## src/hw/rtl/pmm_pkg.sv

```systemverilog
// ----------------------------------------------------------------------------
// pmm_pkg
// Shared types, codes and default sizes for the paged memory manager.
// ----------------------------------------------------------------------------
package pmm_pkg;

  // default geometry (page size is taken as a power of two)
  localparam int VIRT_PAGES_DEF   = 1024;
  localparam int PHYS_FRAMES_DEF  = 256;
  localparam int REGION_SLOTS_DEF = 64;
  localparam int PAGE_BYTES_DEF   = 4 * 1024;

  // request actions
  localparam logic [1:0] ACT_READ  = 2'd0;
  localparam logic [1:0] ACT_WRITE = 2'd1;
  localparam logic [1:0] ACT_ALLOC = 2'd2;
  localparam logic [1:0] ACT_FREE  = 2'd3;

  // result status codes
  localparam logic [2:0] ST_OK     = 3'd0;
  localparam logic [2:0] ST_RANGE  = 3'd1;
  localparam logic [2:0] ST_NOREC  = 3'd2;
  localparam logic [2:0] ST_SPACE  = 3'd3;
  localparam logic [2:0] ST_NORES  = 3'd4;

  typedef struct packed {
    logic [1:0]  action;
    logic [9:0]  pid;
    logic [21:0] vaddr;
    logic [22:0] req_size;
  } req_t;

  typedef struct packed {
    logic [2:0]  status;
    logic [19:0] phys_addr;
    logic [21:0] alloc_base;
    logic        swapped;
    logic [9:0]  evicted_page;
    logic [9:0]  fetched_page;
  } rsp_t;

  // datapath commands
  typedef enum logic [4:0] {
    OP_NONE,
    OP_CLEAR,
    OP_LATCH,
    OP_FAIL_RANGE,
    OP_FAIL_NOREC,
    OP_FAIL_SPACE,
    OP_FAIL_NORES,
    OP_SLOT_NEXT,
    OP_SLOT_TAKE,
    OP_PS_CK,
    OP_FILL_INIT,
    OP_F_INC,
    OP_FILL_WR,
    OP_ALLOC_FIN,
    OP_FREE_CK,
    OP_AC_RD,
    OP_AC_HIT,
    OP_SW_INIT,
    OP_SW_STEP,
    OP_SW_EVICT,
    OP_SW_FETCH
  } op_t;

  // datapath status back to the controller
  typedef struct packed {
    logic clr_last;
    logic is_alloc;
    logic is_free;
    logic size_bad;
    logic range_bad;
    logic slot_match;
    logic slot_last;
    logic ps_hit;
    logic ps_last;
    logic f_busy;
    logic fill_last;
    logic free_last;
    logic ac_res;
    logic sw_found;
    logic sw_last;
  } dp_stat_t;

endpackage

```

## src/hw/rtl/pmm_ctrl.sv

```systemverilog
// ----------------------------------------------------------------------------
// pmm_ctrl
// Sequencer for the memory manager: issues one datapath command a cycle.
// ----------------------------------------------------------------------------
module pmm_ctrl (
  input  logic              clk,
  input  logic              rst,
  input  logic              start,
  input  pmm_pkg::dp_stat_t stat,
  output pmm_pkg::op_t      op,
  output logic              busy,
  output logic              done
);

  typedef enum logic [4:0] {
    S_CLEAR, S_IDLE, S_DECODE, S_SLOT_RD, S_SLOT_CK, S_PS_RD, S_PS_CK,
    S_FILL_INIT, S_FRM_RD, S_FRM_CK, S_ALLOC_FIN, S_FREE_RD, S_FREE_CK,
    S_AC_RD, S_AC_CK, S_SW_RD, S_SW_CK, S_SW_FETCH, S_DONE
  } state_t;

  state_t state, state_next;

  always_comb begin
    state_next = state;
    op         = pmm_pkg::OP_NONE;
    case (state)
      S_CLEAR: begin
        op = pmm_pkg::OP_CLEAR;
        if (stat.clr_last) state_next = S_IDLE;
      end
      S_IDLE, S_DONE: begin
        if (start) begin
          op         = pmm_pkg::OP_LATCH;
          state_next = S_DECODE;
        end else begin
          state_next = S_IDLE;
        end
      end
      S_DECODE: begin
        state_next = S_SLOT_RD;
        if (stat.is_alloc && stat.size_bad) begin
          op         = pmm_pkg::OP_FAIL_SPACE;
          state_next = S_DONE;
        end else if (!stat.is_alloc && stat.range_bad) begin
          op         = pmm_pkg::OP_FAIL_RANGE;
          state_next = S_DONE;
        end
      end
      S_SLOT_RD: state_next = S_SLOT_CK;
      S_SLOT_CK: begin
        if (stat.slot_match) begin
          op = pmm_pkg::OP_SLOT_TAKE;
          if (stat.is_alloc)     state_next = S_PS_RD;
          else if (stat.is_free) state_next = S_FREE_RD;
          else                   state_next = S_AC_RD;
        end else if (stat.slot_last) begin
          op         = stat.is_alloc ? pmm_pkg::OP_FAIL_SPACE : pmm_pkg::OP_FAIL_NOREC;
          state_next = S_DONE;
        end else begin
          op         = pmm_pkg::OP_SLOT_NEXT;
          state_next = S_SLOT_RD;
        end
      end
      S_PS_RD: state_next = S_PS_CK;
      S_PS_CK: begin
        op = pmm_pkg::OP_PS_CK;
        if (stat.ps_hit) begin
          state_next = S_FILL_INIT;
        end else if (stat.ps_last) begin
          op         = pmm_pkg::OP_FAIL_SPACE;
          state_next = S_DONE;
        end else begin
          state_next = S_PS_RD;
        end
      end
      S_FILL_INIT: begin
        op         = pmm_pkg::OP_FILL_INIT;
        state_next = S_FRM_RD;
      end
      S_FRM_RD: state_next = S_FRM_CK;
      S_FRM_CK: begin
        if (stat.f_busy) begin
          op         = pmm_pkg::OP_F_INC;
          state_next = S_FRM_RD;
        end else begin
          op         = pmm_pkg::OP_FILL_WR;
          state_next = stat.fill_last ? S_ALLOC_FIN : S_FRM_RD;
        end
      end
      S_ALLOC_FIN: begin
        op         = pmm_pkg::OP_ALLOC_FIN;
        state_next = S_DONE;
      end
      S_FREE_RD: state_next = S_FREE_CK;
      S_FREE_CK: begin
        op         = pmm_pkg::OP_FREE_CK;
        state_next = stat.free_last ? S_DONE : S_FREE_RD;
      end
      S_AC_RD: begin
        op         = pmm_pkg::OP_AC_RD;
        state_next = S_AC_CK;
      end
      S_AC_CK: begin
        if (stat.ac_res) begin
          op         = pmm_pkg::OP_AC_HIT;
          state_next = S_DONE;
        end else begin
          op         = pmm_pkg::OP_SW_INIT;
          state_next = S_SW_RD;
        end
      end
      S_SW_RD: state_next = S_SW_CK;
      S_SW_CK: begin
        if (stat.sw_found) begin
          op         = pmm_pkg::OP_SW_EVICT;
          state_next = S_SW_FETCH;
        end else if (stat.sw_last) begin
          op         = pmm_pkg::OP_FAIL_NORES;
          state_next = S_DONE;
        end else begin
          op         = pmm_pkg::OP_SW_STEP;
          state_next = S_SW_RD;
        end
      end
      S_SW_FETCH: begin
        op         = pmm_pkg::OP_SW_FETCH;
        state_next = S_DONE;
      end
      default: state_next = S_IDLE;
    endcase
  end

  always_ff @(posedge clk) begin
    if (rst) begin
      state <= S_CLEAR;
      busy  <= 1'b1;
      done  <= 1'b0;
    end else begin
      state <= state_next;
      busy  <= !(state_next == S_IDLE || state_next == S_DONE);
      done  <= (state_next == S_DONE);
    end
  end

endmodule

```

## config.mk

```make
export PLATFORM = sky130hd
export DESIGN_NAME = pmm_ctrl
export DESIGN_NICKNAME = d
export VERILOG_FILES = /design/src/hw/rtl/pmm_pkg.sv /design/src/hw/rtl/pmm_ctrl.sv
export SDC_FILE = /design/constraint.sdc
export NUM_CORES = 1
export LEC_CHECK = 0
export ABC_AREA = 0
export ABC_CLOCK_PERIOD_IN_PS = 2750
export BUFFER_PORTS_ARGS = -buffer_cell sky130_fd_sc_hd__buf_4
export CAP_MARGIN = 20
export CELL_PAD_IN_SITES_DETAIL_PLACEMENT = 0
export CELL_PAD_IN_SITES_GLOBAL_PLACEMENT = 1
export CORE_MARGIN = 2
export CORE_UTILIZATION = 39
export CTS_BUF_LIST = sky130_fd_sc_hd__clkbuf_8 sky130_fd_sc_hd__clkbuf_16
export CTS_CLUSTER_SIZE = 8
export DETAILED_ROUTE_END_ITERATION = 10
export GPL_TIMING_DRIVEN = 1
export PLACE_DENSITY_LB_ADDON = 0.1
export RECOVER_POWER = 100
export SYNTH_ARGS = -nofsm -noshare
export SYNTH_HDL_FRONTEND = slang
export SYNTH_SLANG_ARGS = --single-unit
```

## constraint.sdc

```tcl
create_clock -name clk -period 2.75 [get_ports clk]
set_input_delay 0.4125 -clock clk [delete_from_list [all_inputs] [get_ports clk]]
set_output_delay 0.4125 -clock clk [all_outputs]
set_load 0.005 [all_outputs]
```

---- Word-level counts from Yosys, hierarchy flattened ----
Index checks and enable logic that the tools add are counted.
word-level totals
  output and inout bits ................... 7
  register bits after elaboration ......... 7
  input bits .............................. 18
cells by class
  eq/ne operators ......................... 20
  mux-type cells .......................... 30
  reductions and logical operators ........ 8
operator list
  operator                                                         count
  5-bit one-hot mux with 17 select lines                           1
  5-bit two-way mux                                                13
  5-bit one-hot mux with 13 select lines                           1
  5-bit by 4-bit == test with 1-bit output, second input constant  8
  5-bit by 3-bit == test with 1-bit output, second input constant  4
  5-bit == test, second input constant                             4
  4-bit two-way mux                                                4
  2-bit two-way mux                                                6
  5-bit by 1-bit == test with 1-bit output, second input constant  2
  5-bit by 2-bit == test with 1-bit output, second input constant  2
  3-bit two-way mux                                                3
  5-bit zero test                                                  1
  2-bit OR reduction                                               2
  1-bit logical AND                                                2
  1-bit zero test                                                  2
  1-bit two-way mux                                                2
  1-bit logical OR                                                 1

---- Logic depth before layout (Yosys ltp) ----
  depth in word-level cells ............... 8
  gate-level depth with buffers ........... 8

---- Least setup slack after synthesis ----
OpenSTA, ideal clock, no wires.
  path type ............................... register to register
  from .................................... reg state[2]
  to ...................................... reg busy
  stages on the path, launching flop included .. 8
  setup time .............................. 0.124 ns
  path slack .............................. 0.946 ns
  path buffers ............................ 1
  data arrival time ....................... 1.680 ns
  path through ............................ dfxtp_1 > buf_2 > mux2_2 > a22oi_1 > o22ai_1 > nor3_1 > and4_4 > a21oi_2
on the way
  longest elaborated chain between the ends .. 6
  elaborated cells between the ends (all ways) .. 27
  those cells by class .................... eq/ne: 20; mux: 2; reduce/logical: 5
RTL lines
  item                                                                              RTL line         source
  start, declared                                                                   pmm_ctrl.sv:21   state_t state, state_next;
  start signal, assigned                                                            pmm_ctrl.sv:139  state <= state_next;
  5-bit == test (tied with other cells)                                             pmm_ctrl.sv:26   case (state)
  2-bit OR reduction (on tied branches)                                             n/a
  5-bit one-hot mux with 17 select lines (*)                                        pmm_ctrl.sv:26
  5-bit by 1-bit == test with 1-bit output / 5-bit == test (equally long branches)  pmm_ctrl.sv:140  busy <= !(state_next == S_IDLE || state_next == S_DONE);
  1-bit logical OR (*)                                                              pmm_ctrl.sv:140
  1-bit zero test (*)                                                               pmm_ctrl.sv:140
  end signal, assigned                                                              pmm_ctrl.sv:140
  end, declared                                                                     pmm_ctrl.sv:11   output logic busy,
Mark *: on every way between the ends. The rest lies on a longest branch, timed or not.
A chain may end at the register's enable or synchronous reset.

---- Worst setup path in the final report ----
  from .................................... reg state[1]
  to ...................................... out op[1]
on the way
  longest elaborated chain between the ends .. 3
  elaborated cells between the ends (all ways) .. 16
  those cells by class .................... eq/ne: 13; mux: 1; reduce/logical: 2
RTL lines
  item                                                                              RTL line        source
  5-bit by 1-bit == test with 1-bit output / 5-bit == test (equally long branches)  pmm_ctrl.sv:26
  2-bit OR reduction                                                                pmm_ctrl.sv:26
  5-bit one-hot mux with 13 select lines (*)                                        pmm_ctrl.sv:26
  end, declared                                                                     pmm_ctrl.sv:10  output pmm_pkg::op_t op,
Marked as above.

==> impl_metrics.toml <==
[run_status]
outcome = "completed"

[timing]
fin_crit_ns = 2.56
setup-tns-final_ns = 0
final-hold-violation-count = 0
fin_crit_sh = 0.930
setup_viol = 0
max_freq_mhz = 391
relSlewSlack = 0.600
finalMaxSlewViolations = 0
fin_ws_ns = 0.193
fin_worst_skew_ns = 0.00163
worst_pin_slew_ns = 0.599
rsz0062_at_grt = "false"

[detailed_routing]
drc = 0
vias_per_cell = 6.15
postRouteAntennaNets = 0
wirelength_um = 2900
via_count = 1120
drtPass1Iterations = 4
routedWlPerCell_um = 16.0
drt_iter0_drc = 37

[grt]
grtUsageMet2 = 0.382
gr-total-overflow = 0
antenna_found_initial = 0
grt_pass1_wl_um = 4660
grt_usage = 0.233
grtUsageMet1 = 0.312
top_usage_layer = "met2"
grt_start_max_net_pins = 19
grt_use_met3 = 0.0229
grt_pass1_vias = 1004

[final_layout]
fin_area_um2 = 1170
nets = 173
diodes = 0
seq_area_um2 = 140
nFillCells = 245
layout-drive-gt1-share = 0.266
syn_to_final_growth_pct = 28.7
multi_input_area_um2 = 697
stdcell_count = 182

[floorplanning]
dieWidth_um = 52.3
core-area_um2 = 2210
die_h_um = 52.3
initial_core_util = 0.411
io-pin-count = 25
die_area_um2 = 2730
num_rows = 17

[critical_path]
path_class = "reg2out"
critPathRequiredTime_ns = 2.34
crit_arrival_ns = 2.14
cp_max_fo = 18
r2r_cells = 7
crit_family = "simple AND/OR/NAND/NOR gates"
end_kind = "output port"
crit_chain = "nor3b_1 > and4b_1 > a221oi_1 > o311ai_0 > buf_4"
cp-start-kind = "flip-flop"
worst-path-buf-inv = 1
slowest_stage = "dfxtp_1"
path_depth = 5
critPathMaxStageDelay_ns = 0.69

[clock_tree]
clock_latency_ns = 0.23
clock_path_buffers = 2
htreeDepth = 1
postCtsSetupBuffers = 0
path_clk_slew_ns = 0.04
cts_resized = 0
clock-root-buffer = "clkbuf_8"
numClockSinks = 7
cts_tree = "done"
cts_buffers = 3
holdBufCountCts = 0

[place]
dp_cells = 178
dpl-instance-area_um2 = 1130
port_buffers = 24
gp_congestion = 0.834
pre_cts_ws_ns = 0.498
dp_hpwl_um = 2280

[hold_path]
whs_path_depth = 2
hold_path_class = "in2reg"

[yosys]
synth_edf_count = 0
avgSynthCellArea_um2 = 7.10
synth_top_area_share = 0.154
synth_cell_type_count = 46
async_flop_share = 0
synth_area_um2 = 908
synth_flop_cell = "dfxtp_1"
synth_seq_cells = 7
ys.warnings.count = 0
ys_top_cells_by_area = "dfxtp_1 15%, nand2b_1 6.9%, o21ai_0 5.5%"
synth_seq_area_share = 0.154
synth_top_cell_by_area = "dfxtp_1"
synth_cells = 128
synth.net_count = 146

[pwr]
p_per_area_nw_per_um2 = 730
max-vdd-ir-drop_mv = 0.491
power.leakage_nw = 0.441

[job]
maxCapViolCount = 0
final timing paths:
kind / startpoint / endpoint / slack, ns
setup / recovery: state[1] / op[1] / 0.19
hold reg to reg: state[4] / state[2] / 0.90
setup reg to reg: state[1] / busy / 0.44
hold / removal: rst / state[2] / 0.39
metal layers:
layer,wire length (µm),share of wire,up-vias
met2,1390,0.48,56
met4,38,0.013,0
li1,-,-,549
met3,233,0.080,4
met1,1240,0.43,511
met5,0,0,-
where the power goes:
| group | internal (mW) | switching [mW] |
|---|---|---|
| clock | 0.0965 | 0.0450 |
| combinational | 0.258 | 0.268 |
| sequential | 0.126 | 0.0593 |
| total | 0.481 | 0.373 |
worst reg2reg max path, delay by kind of cell (launching register included):
kind	cells	cell delay [ns]
buffers and inverters	1	0.12
AND/OR/NAND/NOR	3	0.91
flip-flops	1	0.69
AO/OA/AOI/OAI	3	0.47
state kept, by name (all words and copies together) (netlist names):
name	count
done	1
state	5
busy	1
layout by cell type, fill, tap and decap left out, types with 2 or more instances in the layout:
cell type and n:
a21oi_1 8, a221oi_1 2, a22oi_1 3, buf_4 26, clkbuf_4 4, clkbuf_8 3, dfxtp_1 7, inv_1 7
mux2i_1 3, nand2_1 7, nand2b_1 10, nor2_1 10, nor2b_1 4, nor3_1 5, nor3b_1 3, nor4_1 3
o211ai_1 2, o21ai_0 10, o22ai_1 4, o2bb2ai_1 2, o32ai_1 4, or3_1 2, or3b_1 2
per-stage QoR:
step / total power [mW] / utilization / hold WS [ns]
3_5_place_dp: 0.722 / 0.512 / 0.631
5_1_grt: 0.917 / 0.528 / 0.399
4_1_cts: 0.866 / 0.532 / 0.391
3_3_place_gp: 0.729 / 0.512 / 0.625
6_report: 0.854 / 0.528 / 0.387
2_1_floorplan: 0.528 / - / 0.482
cell families after synthesis:
kind of cell | synth area share
AO/OA/AOI/OAI | 0.361
buffers and inverters | 0.0730
flip-flops | 0.154
multiplexers | 0.0455
AND/OR/NAND/NOR | 0.366
Yosys cell counts, types with 2 or more instances:
library cell,n
o211ai_1,2
or3_1,2
inv_1,6
a22oi_1,3
o21ai_0,10
nand2_1,7
nor3b_1,3
a21oi_1,8
o22ai_1,4
o32ai_1,4
mux2i_1,3
a221oi_1,2
buf_2,5
nand2b_1,10
dfxtp_1,7
nor2_1,10
o2bb2ai_1,2
or3b_1,2
nor3_1,4
clkbuf_1,2
nor3_2,2
nor4_1,3
nor2b_1,4
layout make-up:
class                           count  share of cell area
Clock buffer                        3              0.0353
Clock inverter                      1             0.00321
Inverter                            6              0.0193
Multi-Input combinational cell    106               0.596
Sequential cell                     7               0.120
Tap cell                           28              0.0300
Timing Repair Buffer               31               0.196
Power figures use the tool's default switching activity.
